--- src/design/iras_pkg.sv ---
`default_nettype none
package iras_pkg;

  localparam int RADIX_W = 6;
  localparam int CHAR_W  = 7;

  localparam logic [RADIX_W-1:0] RADIX_MIN   = 6'd2;
  localparam logic [RADIX_W-1:0] RADIX_MAX   = 6'd36;
  localparam logic [RADIX_W-1:0] RADIX_RESET = 6'd16;
  localparam logic [RADIX_W-1:0] DIGIT_TEN   = 6'd10;

  localparam logic [CHAR_W-1:0] ASCII_ZERO  = 7'h30;
  localparam logic [CHAR_W-1:0] ASCII_A     = 7'h41;
  localparam logic [CHAR_W-1:0] ASCII_MINUS = 7'h2D;

  localparam logic REG_RADIX = 1'b0;

  typedef enum logic [2:0] {
    ST_IDLE,
    ST_DIV,
    ST_SIGN,
    ST_READ,
    ST_LOAD
  } iras_state_t;

  function automatic logic [CHAR_W-1:0] digit_char(input logic [RADIX_W-1:0] d);
    logic [CHAR_W-1:0] c;
    if (d < DIGIT_TEN) begin
      c = ASCII_ZERO + {1'b0, d};
    end else begin
      c = ASCII_A + {1'b0, d - DIGIT_TEN};
    end
    return c;
  endfunction

endpackage
`default_nettype wire

--- src/design/iras_in_if.sv ---
`default_nettype none
interface iras_in_if #(parameter int WIDTH = 32) ();
  logic                    valid;
  logic                    ready;
  logic signed [WIDTH-1:0] value;

  modport source (output valid, output value, input ready);
  modport sink   (input valid, input value, output ready);
endinterface
`default_nettype wire

--- src/design/iras_out_if.sv ---
`default_nettype none
interface iras_out_if ();
  logic       valid;
  logic       ready;
  logic [6:0] character;
  logic       last;

  modport source (output valid, output character, output last, input ready);
  modport sink   (input valid, input character, input last, output ready);
endinterface
`default_nettype wire

--- src/design/iras_ram.sv ---
`default_nettype none
module iras_ram #(
  parameter int DW    = 8,
  parameter int DEPTH = 16,
  localparam int AW   = (DEPTH > 1) ? $clog2(DEPTH) : 1
) (
  input  wire logic          clk,
  input  wire logic          we,
  input  wire logic [AW-1:0] waddr,
  input  wire logic [DW-1:0] wdata,
  input  wire logic          re,
  input  wire logic [AW-1:0] raddr,
  output logic      [DW-1:0] rdata
);

  logic [DW-1:0] mem_r [DEPTH];

  always_ff @(posedge clk) begin
    if (we) begin
      mem_r[waddr] <= wdata;
    end
    if (re) begin
      rdata <= mem_r[raddr];
    end
  end

endmodule
`default_nettype wire

--- src/design/iras_cfg.sv ---
`default_nettype none
module iras_cfg (
  input  wire logic        clk,
  input  wire logic        rst_n,
  input  wire logic        psel,
  input  wire logic        penable,
  input  wire logic        pwrite,
  input  wire logic [2:0]  paddr,
  input  wire logic [31:0] pwdata,
  output logic      [31:0] prdata,
  output logic             pready,
  output logic      [5:0]  radix
);
  import iras_pkg::*;

  logic [RADIX_W-1:0] radix_r;
  logic [RADIX_W-1:0] radix_nxt;
  logic [RADIX_W-1:0] wr_raw;
  logic               wr_en;

  assign pready = 1'b1;
  assign wr_en  = psel && penable && pwrite && (paddr[2] == REG_RADIX);
  assign wr_raw = pwdata[RADIX_W-1:0];

  always_comb begin
    radix_nxt = radix_r;
    if (wr_en) begin
      priority if (wr_raw < RADIX_MIN) begin
        radix_nxt = RADIX_MIN;
      end else if (wr_raw > RADIX_MAX) begin
        radix_nxt = RADIX_MAX;
      end else begin
        radix_nxt = wr_raw;
      end
    end
  end

  always_ff @(posedge clk) begin
    if (!rst_n) begin
      radix_r <= RADIX_RESET;
    end else begin
      radix_r <= radix_nxt;
    end
  end

  assign prdata = (paddr[2] == REG_RADIX) ? {{(32-RADIX_W){1'b0}}, radix_r} : 32'd0;
  assign radix  = radix_r;

endmodule
`default_nettype wire

--- src/design/iras_div.sv ---
`default_nettype none
module iras_div #(
  parameter int WIDTH = 32
) (
  input  wire logic             clk,
  input  wire logic             rst_n,
  input  wire logic             start,
  input  wire logic [WIDTH-1:0] dividend,
  input  wire logic [5:0]       divisor,
  output logic                  done,
  output logic      [WIDTH-1:0] quotient,
  output logic      [5:0]       remainder,
  output logic                  quot_zero
);
  import iras_pkg::*;

  localparam int CW = $clog2(WIDTH);

  logic               busy_r, busy_nxt;
  logic               done_r, done_nxt;
  logic [CW-1:0]      cnt_r, cnt_nxt;
  logic [WIDTH-1:0]   q_r, q_nxt;
  logic [RADIX_W-1:0] rem_r, rem_nxt;
  logic [RADIX_W:0]   trial;
  logic [RADIX_W:0]   diff;
  logic               ge;

  // one quotient bit per cycle, restoring
  assign trial = {rem_r, q_r[WIDTH-1]};
  assign ge    = trial >= {1'b0, divisor};
  assign diff  = trial - {1'b0, divisor};

  always_comb begin
    busy_nxt = busy_r;
    done_nxt = 1'b0;
    cnt_nxt  = cnt_r;
    q_nxt    = q_r;
    rem_nxt  = rem_r;
    if (start) begin
      busy_nxt = 1'b1;
      cnt_nxt  = '0;
      q_nxt    = dividend;
      rem_nxt  = '0;
    end else if (busy_r) begin
      q_nxt   = {q_r[WIDTH-2:0], ge};
      rem_nxt = ge ? diff[RADIX_W-1:0] : trial[RADIX_W-1:0];
      cnt_nxt = cnt_r + CW'(1);
      if (cnt_r == CW'(WIDTH - 1)) begin
        busy_nxt = 1'b0;
        done_nxt = 1'b1;
      end
    end
  end

  always_ff @(posedge clk) begin
    if (!rst_n) begin
      busy_r <= 1'b0;
      done_r <= 1'b0;
      cnt_r  <= '0;
    end else begin
      busy_r <= busy_nxt;
      done_r <= done_nxt;
      cnt_r  <= cnt_nxt;
    end
  end

  always_ff @(posedge clk) begin
    q_r   <= q_nxt;
    rem_r <= rem_nxt;
  end

  assign done      = done_r;
  assign quotient  = q_r;
  assign remainder = rem_r;
  assign quot_zero = (q_r == '0);

endmodule
`default_nettype wire

--- src/design/integer_to_radix_ascii_unit.sv ---
`default_nettype none
// Converts one signed WIDTH-bit integer per item into ASCII characters in the
// base held in the radix register (2..36, writes clamped, reset 16), most
// significant first, with '-' ahead of negative values and last set on the
// final character. Digits come from a bit-serial divider; they are stacked
// in a small RAM and played back in reverse, each one read from the RAM in
// ST_READ and loaded into the output register in ST_LOAD once the output
// slot is free. The next item is accepted once the last character has been
// loaded into the output register.
module integer_to_radix_ascii_unit #(
  parameter int WIDTH = 32
) (
  input  wire logic        clk,
  input  wire logic        rst_n,
  iras_in_if.sink          in_ch,
  iras_out_if.source       out_ch,
  input  wire logic        psel,
  input  wire logic        penable,
  input  wire logic        pwrite,
  input  wire logic [2:0]  paddr,
  input  wire logic [31:0] pwdata,
  output logic      [31:0] prdata,
  output logic             pready
);
  import iras_pkg::*;

  localparam int AW = $clog2(WIDTH);
  localparam int PW = $clog2(WIDTH + 1);

  iras_state_t state_r, state_nxt;

  logic [RADIX_W-1:0] radix;
  logic               accept;
  logic               neg_r, neg_nxt;
  logic [PW-1:0]      nd_r, nd_nxt;
  logic [PW-1:0]      nd_m1;
  logic [WIDTH-1:0]   mag;

  logic               div_start;
  logic [WIDTH-1:0]   div_dividend;
  logic               div_done;
  logic [WIDTH-1:0]   div_quot;
  logic [RADIX_W-1:0] div_rem;
  logic               div_qzero;

  logic               ram_we;
  logic               ram_re;
  logic [RADIX_W-1:0] ram_rdata;

  logic               slot_free;
  logic               load_sign;
  logic               load_digit;
  logic               in_ready;

  logic               out_valid_r, out_valid_nxt;
  logic [CHAR_W-1:0]  out_char_r, out_char_nxt;
  logic               out_last_r, out_last_nxt;

  iras_cfg u_cfg (
    .clk     (clk),
    .rst_n   (rst_n),
    .psel    (psel),
    .penable (penable),
    .pwrite  (pwrite),
    .paddr   (paddr),
    .pwdata  (pwdata),
    .prdata  (prdata),
    .pready  (pready),
    .radix   (radix)
  );

  iras_div #(.WIDTH(WIDTH)) u_div (
    .clk       (clk),
    .rst_n     (rst_n),
    .start     (div_start),
    .dividend  (div_dividend),
    .divisor   (radix),
    .done      (div_done),
    .quotient  (div_quot),
    .remainder (div_rem),
    .quot_zero (div_qzero)
  );

  iras_ram #(.DW(RADIX_W), .DEPTH(WIDTH)) u_stack (
    .clk   (clk),
    .we    (ram_we),
    .waddr (nd_r[AW-1:0]),
    .wdata (div_rem),
    .re    (ram_re),
    .raddr (nd_m1[AW-1:0]),
    .rdata (ram_rdata)
  );

  assign nd_m1     = nd_r - PW'(1);
  assign accept    = in_ch.valid && in_ready;
  assign slot_free = !out_valid_r || out_ch.ready;
  assign mag       = in_ch.value[WIDTH-1] ? (~in_ch.value + WIDTH'(1)) : in_ch.value;
  assign div_dividend = (state_r == ST_IDLE) ? mag : div_quot;

  always_comb begin
    state_nxt = state_r;
    unique case (state_r)
      ST_IDLE: begin
        if (in_ch.valid) state_nxt = ST_DIV;
      end
      ST_DIV: begin
        if (div_done && div_qzero) state_nxt = neg_r ? ST_SIGN : ST_READ;
      end
      ST_SIGN: begin
        if (slot_free) state_nxt = ST_READ;
      end
      ST_READ: begin
        state_nxt = ST_LOAD;
      end
      ST_LOAD: begin
        if (slot_free) state_nxt = (nd_r == PW'(1)) ? ST_IDLE : ST_READ;
      end
      default: state_nxt = ST_IDLE;
    endcase
  end

  always_comb begin
    in_ready   = 1'b0;
    div_start  = 1'b0;
    ram_we     = 1'b0;
    ram_re     = 1'b0;
    load_sign  = 1'b0;
    load_digit = 1'b0;
    unique case (state_r)
      ST_IDLE: begin
        in_ready  = 1'b1;
        div_start = in_ch.valid;
      end
      ST_DIV: begin
        ram_we    = div_done;
        div_start = div_done && !div_qzero;
      end
      ST_SIGN: begin
        load_sign = slot_free;
      end
      ST_READ: begin
        ram_re = 1'b1;
      end
      ST_LOAD: begin
        load_digit = slot_free;
      end
      default: begin
      end
    endcase
  end

  always_comb begin
    neg_nxt = neg_r;
    nd_nxt  = nd_r;
    if (accept) begin
      neg_nxt = in_ch.value[WIDTH-1];
      nd_nxt  = '0;
    end else if (ram_we) begin
      nd_nxt = nd_r + PW'(1);
    end else if (load_digit) begin
      nd_nxt = nd_m1;
    end
  end

  always_comb begin
    out_valid_nxt = out_valid_r;
    out_char_nxt  = out_char_r;
    out_last_nxt  = out_last_r;
    priority if (load_sign) begin
      out_valid_nxt = 1'b1;
      out_char_nxt  = ASCII_MINUS;
      out_last_nxt  = 1'b0;
    end else if (load_digit) begin
      out_valid_nxt = 1'b1;
      out_char_nxt  = digit_char(ram_rdata);
      out_last_nxt  = (nd_r == PW'(1));
    end else if (out_ch.ready) begin
      out_valid_nxt = 1'b0;
    end
  end

  always_ff @(posedge clk) begin
    if (!rst_n) begin
      state_r     <= ST_IDLE;
      out_valid_r <= 1'b0;
      nd_r        <= '0;
    end else begin
      state_r     <= state_nxt;
      out_valid_r <= out_valid_nxt;
      nd_r        <= nd_nxt;
    end
  end

  always_ff @(posedge clk) begin
    neg_r      <= neg_nxt;
    out_char_r <= out_char_nxt;
    out_last_r <= out_last_nxt;
  end

  assign in_ch.ready      = in_ready;
  assign out_ch.valid     = out_valid_r;
  assign out_ch.character = out_char_r;
  assign out_ch.last      = out_last_r;

endmodule
`default_nettype wire
--- src/flat_wrapper.sv ---
// flat-port wrapper written by rule: the top's interface ports become plain ports
module integer_to_radix_ascii_unit_flat import iras_pkg::*;
#(
  parameter int WIDTH = 32
)
  (clk, rst_n, psel, penable, pwrite, paddr, pwdata, prdata, pready, in_ch_valid, in_ch_value, in_ch_ready, out_ch_valid, out_ch_character, out_ch_last, out_ch_ready);
  iras_in_if #(.WIDTH(WIDTH)) in_ch_i ();
  iras_out_if out_ch_i ();
  input  wire logic clk;
  input  wire logic rst_n;
  input  wire logic psel;
  input  wire logic penable;
  input  wire logic pwrite;
  input  wire logic [2:0] paddr;
  input  wire logic [31:0] pwdata;
  output logic      [31:0] prdata;
  output logic pready;
  input wire logic [$bits(in_ch_i.valid)-1:0] in_ch_valid;
  input wire logic [$bits(in_ch_i.value)-1:0] in_ch_value;
  output wire logic [$bits(in_ch_i.ready)-1:0] in_ch_ready;
  output wire logic [$bits(out_ch_i.valid)-1:0] out_ch_valid;
  output wire logic [$bits(out_ch_i.character)-1:0] out_ch_character;
  output wire logic [$bits(out_ch_i.last)-1:0] out_ch_last;
  input wire logic [$bits(out_ch_i.ready)-1:0] out_ch_ready;
  assign in_ch_i.valid = in_ch_valid;
  assign in_ch_i.value = in_ch_value;
  assign in_ch_ready = in_ch_i.ready;
  assign out_ch_valid = out_ch_i.valid;
  assign out_ch_character = out_ch_i.character;
  assign out_ch_last = out_ch_i.last;
  assign out_ch_i.ready = out_ch_ready;
  integer_to_radix_ascii_unit #(.WIDTH(WIDTH)) u_core (.clk(clk), .rst_n(rst_n), .in_ch(in_ch_i), .out_ch(out_ch_i), .psel(psel), .penable(penable), .pwrite(pwrite), .paddr(paddr), .pwdata(pwdata), .prdata(prdata), .pready(pready));
endmodule
--- config.mk ---
export PLATFORM = sky130hd
export DESIGN_NAME = integer_to_radix_ascii_unit_flat
export DESIGN_NICKNAME = d
export VERILOG_FILES = /design/src/design/iras_pkg.sv /design/src/design/iras_in_if.sv /design/src/design/iras_out_if.sv /design/src/design/iras_ram.sv /design/src/design/iras_cfg.sv /design/src/design/iras_div.sv /design/src/design/integer_to_radix_ascii_unit.sv /design/src/flat_wrapper.sv
export SDC_FILE = /design/constraint.sdc
export NUM_CORES = 1
export LEC_CHECK = 0
export BUFFER_PORTS_ARGS = -buffer_cell sky130_fd_sc_hd__buf_4
export CAP_MARGIN = 30
export CORE_AREA = 2 2 158 129
export DETAILED_ROUTE_END_ITERATION = 10
export DIE_AREA = 0 0 160 131
export GPL_TIMING_DRIVEN = 0
export PLACE_DENSITY = 0.83
export SLEW_MARGIN = 10
export SYNTH_ARGS = -nofsm -noshare
export SYNTH_HDL_FRONTEND = slang
export SYNTH_SLANG_ARGS = --single-unit
--- constraint.sdc ---
create_clock -name clk -period 7.8 [get_ports clk]
set_input_delay 1.17 -clock clk [delete_from_list [all_inputs] [get_ports clk]]
set_output_delay 1.17 -clock clk [all_outputs]
set_load 0.02 [all_outputs]
* Word-level counts from Yosys, hierarchy flattened
Memories as Yosys holds them, arrays and structs flattened. A register that Yosys moved wholly into a read port is not among the register bits. Index checks and enable logic that the tools add are counted. W data, S select, Z words.
Storage, ports and cells: register bits after elaboration 70, bits in latches 0, memory bits (writable) 192, ROM bits 0, input port bits 74, output and inout port bits 43, logic and storage cells 92, memories kept 1
Memory list:
- u_core.u_stack.mem_r | depth 32, bits a word 6, rd ports 1, clocked after memory_dff 1, wr ports 1, line iras_ram.sv:16 | logic [DW-1:0] mem_r [DEPTH];
Operators by class: add/sub/neg operators 8, multipliers 0, div/mod/pow operators 0, order comparisons 4, equality and inequality tests 11, shift operators 0, mux-type cells 33, bitwise operators 4, reductions and logical operators 19
Operators by type and width (count):
- $mux W32 | 4
- $mux W6 | 6
- $add A32 B2 Y32 const B | 1
- $logic_not A32 Y1 | 1
- $not A32 Y32 | 1
- $mux W1 | 15
- $pmux W3 S5 | 1
- $mux W3 | 4
- $add A6 B6 Y7 const A | 1
- $add A7 B6 Y7 const A | 1
- $ge A7 B6 Y1 | 1
- $mux W7 | 1
- $add A6 B1 Y6 const B | 1
- $eq A3 B2 Y1 const B | 2
- $eq A6 B1 Y1 const B | 1
- $gt A6 B6 Y1 const B | 1
- $logic_and A1 B1 Y1 | 6
- $lt A6 B2 Y1 const B | 1
- $lt A6 B4 Y1 const B | 1
- $ne A2 B1 Y1 const B | 3
- $sub A6 B1 Y6 const B | 1
- $sub A6 B4 Y6 const B | 1
- $sub A6 B6 Y6 | 1
- $add A5 B1 Y5 const B | 1
- 16 further kinds | 22

* Depth between registers and ports, before layout
depth after elaboration 6, gate-level depth with buffers 11, depth with buffers taken out 9

* Modules after synthesis
Synthesis repeated with hierarchy kept, for this count alone.
Unflattened totals: cells, all modules 902, area, all modules 12718.4 um^2
By module, submodules not included:
- iras_ram | times used 1, cells each 323, area each 7649.8 um^2
- iras_div | times used 1, cells each 181, area each 2282.2 um^2
- integer_to_radix_ascii_unit | times used 1, cells each 330, area each 2233.4 um^2
- iras_cfg | times used 1, cells each 68, area each 553.0 um^2

* Least setup slack after synthesis
Ideal clock, no wire load.
kind input to register, from in in_ch_value[10], to reg u_core.u_div.q_r[26] (netlist: u_core.u_div.quotient[26]), data pin, library setup time 0.261 ns, arrival 2.921 ns, slack 4.618 ns, stages 7, buffers on the path 1, path through or4_4 or4_4 buf_6 nand2b_4 o31a_1 xnor2_1 a21oi_1
Between the ends: cells in the longest elaborated chain, start to end 5
Ends and longest elaborated chain:
- start, declared | line flat_wrapper.sv:19 | input wire logic [$bits(in_ch_i.value)-1:0] in_ch_value;
- $not A32 Y32 | line integer_to_radix_ascii_unit.sv:97 | assign mag = in_ch.value[WIDTH-1] ? (~in_ch.value + WIDTH'(1)) : in_ch.value;
- $add A32 B2 Y32 | line integer_to_radix_ascii_unit.sv:97
- $mux W32 | line integer_to_radix_ascii_unit.sv:97
- $mux W32 | line integer_to_radix_ascii_unit.sv:98 | assign div_dividend = (state_r == ST_IDLE) ? mag : div_quot;
- $mux W32 | line iras_div.sv:39 | if (start) begin
- named net u_core.u_div.q_nxt[26] | line iras_div.sv:22 | logic [WIDTH-1:0] q_r, q_nxt;
- end signal, assigned | line iras_div.sv:68 | q_r <= q_nxt;
- end, declared | line iras_div.sv:22
The timed path passes the listed nets, and every way through them passes these cells. The select of a mux whose other input is x is not followed. A chain may end at the register's enable or synchronous reset.

* Worst setup path after layout
from reg u_core.nd_r[0], to reg u_core.u_stack.rdata[1], read port of u_core.u_stack.mem_r, data pin
Between the ends: cells in the longest elaborated chain, start to end 1
Ends and longest elaborated chain:
- start, declared | line integer_to_radix_ascii_unit.sv:35 | logic [PW-1:0] nd_r, nd_nxt;
- start signal, assigned | line integer_to_radix_ascii_unit.sv:190 | nd_r <= nd_nxt;
- $sub A6 B1 Y6 | line integer_to_radix_ascii_unit.sv:94 | assign nd_m1 = nd_r - PW'(1);
- end, declared | line iras_ram.sv:13 | output logic [DW-1:0] rdata
Every way passes these cells.

==> impl_metrics.ini <==
[logic_synthesis]
synth_simple_gate_area_share = 0.0928
synthAdderAreaFrac = 0.0200
ys_ff_latch = 268
muxShareOfSynthArea = 0.117
ys_types = 66
synth_top_area_cell = edfxtp_1
synth_top_family_by_area = multiplexers
seq_area_frac_synth = 0.626
netlist_instances = 888
synth_xor_area_frac = 0.0343
synth_edf_count = 231
synth.area.top_cells = edfxtp_1 (57%), mux4_2 (8.8%), dfxtp_1 (6.0%), nor2_1 (3.7%), a21oi_1 (2.4%)
synthArstFlopShare = 0
synth-compound-area-share = 0.0691
avgSynthCellArea_um2 = 13.8
ys.flop_type = edfxtp_1
yosys.area.top_type_share = 0.566
ys_warn_count = 0
synth_area_um2 = 12300

[grt]
track_usage = 0.254
grt_pass1_vias = 7409
grt-ovfl-total = 0
grt_max_degree = 28
grt_pass1_wl_um = 40800
antenna_found_initial = 1

[routing]
viasPerCell = 5.98
remaining_drc_errors = 0
final_antenna_net_count = 0
wl_um = 26400
post_drt_wl_per_cell_um = 20.4
num_vias = 7751
firstDrtPassIters = 5
initialDrtViolationCount = 662

[clocking]
cts.sinks = 268
clk-insertion-delay-late_ns = 0.53
cts-root-buf = clkbuf_16
cts_tree = done
cts_made_buffers = 26
ctsHoldBuffers = 0
h-tree-depth = 1
post-cts-setup-buffers = 0
clk_pin_slew_ns = 0.07
cts_buffer_depth = 3
cts_resized = 0

[setup_path]
worstPathArrival_ns = 4.60
reg2reg_from = u_core.nd_r[0]$_SDFFE_PP0P_
critPathCaptureType = flop
r2r-end = u_core.u_stack.rdata[1]$_DFFE_PP_
r2r_slack_ns = 3.41
path_class = flop to flop
critPathLaunch = u_core.nd_r[0]$_SDFFE_PP0P_
cp-start-kind = flop
reg2reg_depth = 10
cp_data_required_time_ns = 8.01
crit_end = u_core.u_stack.rdata[1]$_DFFE_PP_
cp_max_fo = 10

[power]
ir_worst_vdd_mv = 0.177
powerDensity_nw_per_um2 = 247
p_total_w = 0.00348
p_leak_nw = 5.04

[sta]
period_needed_ns = 4.39
period_share = 0.563
fmax_ghz = 0.228
final.setup.tns_ns = 0
finClkSkew_ns = 0.00914
finalHoldViolations = 0
drv_slew = 0
final-setup-viol-count = 0
tightest_slew_ns = 0.834
max_slew_margin = 0.443
rsz0062_at_grt = no

[cells_and_area]
mostFrequentLayoutCell = edfxtp_1
drive_above_1_share = 0.217
areaGrowthSynthToFinish_pct = 15.3
layoutNonFillerInstCount = 1296
finish.instance_area_um2 = 14100
num_antenna_cells = 0
layout_common_cells = edfxtp_1 (231), nor2_1 (121), buf_4 (88)
fin_util = 0.726
nets = 1105

[placement]
io_buffer_count = 61
post_dp_cell_area_um2 = 13300
dp.cells = 1246
place.gp.congestion = 0.871
hpwl_um = 18300

[die]
die_area_um2 = 21000
initial_utilization = 0.630
die_h_um = 131
pin_count = 117
rows = 46
dieWidth_um = 160
coreArea_um2 = 19500

[flow_run]
maxCapViolations = 0

[hold_path]
min_path_type = flop to flop

[status]
outcome = finished, final reports clean
metal layers:
| metal | vias up | global-route usage | share of wire |
|---|---|---|---|
| met3 | 53 | 0.0398 | 0.076 |
| li1 | 3538 | - | - |
| met4 | 0 | 0.0631 | 0.021 |
| met5 | - | 0 | 0 |
| met2 | 361 | 0.439 | 0.50 |
| met1 | 3799 | 0.345 | 0.40 |
where the power goes:
group | internal, W | leakage (nW) | switching [W]
clock | 0.000702 | 0.402 | 0.000528
combinational | 0.000186 | 2.20 | 0.000272
sequential | 0.00171 | 2.43 | 0.0000814
total | 0.00260 | 5.04 | 0.000881
cell usage after synthesis, drive strengths merged, types with 7 or more instances:
master  number
a21oi       60
buf         41
clkbuf      27
dfxtp       37
edfxtp     231
ha          18
inv         27
mux2        14
mux2i       20
mux4        48
nand2       41
nand4        7
nor2       121
nor2b        8
nor3        13
nor4         9
o211ai      10
o21ai       23
o31ai        9
xnor2       22
xor2        26
layout make-up:
class	count	area, µm²
plain buffers	68	378
clock buffers	32	694
clock inverters	16	141
fillers	1267	5330
inverters	28	105
multi-input cells	549	4190
flip-flops and latches	268	7680
well taps	264	330
repair buffers	71	609
state kept, by name, indices dropped and copies added, names as in the netlist:
signal                   cells
u_core.u_stack.mem_r       192
u_core.u_div.quotient       32
u_core.out_ch.character      7
u_core.nd_r                  6
u_core.u_cfg.radix           6
u_core.u_div.remainder       6
u_core.u_stack.rdata         6
u_core.u_div.cnt_r           5
u_core.state_r               3
u_core.neg_r                 1
u_core.out_ch.last           1
u_core.out_ch.valid          1
u_core.u_div.busy_r          1
u_core.u_div.done            1
logic make-up after synthesis:
| group | count (synthesis) |
|---|---|
| buf+inv | 96 |
| flops | 268 |
| mux | 82 |
| compound gates | 134 |
| fa+ha+maj | 19 |
| xor+xnor | 48 |
| other cells | 2 |
| simple gates | 239 |
critical path, cell delays in order (launching register included):
cell,delay (ns)
dfxtp_1,0.40
clkbuf_1,0.32
clkbuf_1,0.65
inv_1,0.26
ha_1,0.33
xor2_1,0.60
clkbuf_1,0.67
mux2i_1,0.36
nand2_1,0.13
o211ai_1,0.13
o21ai_0,0.22
stage by stage:
stage / hold slack [ns] / worst slack [ns]
floorplan: 0.436 / 4.62
global placement: 0.448 / 3.70
detailed placement: 0.449 / 3.54
CTS: 0.457 / 3.41
global route: 0.497 / 3.15
finish: 0.455 / 3.41
how the worst min path moves through the flow:
stage / startpoint / to / slack (ns) / depth (start not counted)
after floorplan: u_core.u_cfg.radix[5]$_SDFFE_PN0P_ / u_core.u_cfg.radix[5]$_SDFFE_PN0P_ / 0.44 / 2
after global placement: u_core.u_cfg.radix[5]$_SDFFE_PN0P_ / u_core.u_cfg.radix[5]$_SDFFE_PN0P_ / 0.45 / 2
after detailed placement: u_core.u_cfg.radix[5]$_SDFFE_PN0P_ / u_core.u_cfg.radix[5]$_SDFFE_PN0P_ / 0.45 / 2
after CTS: u_core.u_cfg.radix[5]$_SDFFE_PN0P_ / u_core.u_cfg.radix[5]$_SDFFE_PN0P_ / 0.46 / 2
after global routing: u_core.out_ch.character[6]$_SDFFE_PP0P_ / u_core.out_ch.character[6]$_SDFFE_PP0P_ / 0.50 / 2
final: u_core.u_cfg.radix[5]$_SDFFE_PN0P_ / u_core.u_cfg.radix[5]$_SDFFE_PN0P_ / 0.46 / 2
Power figures use the tool's default switching activity.
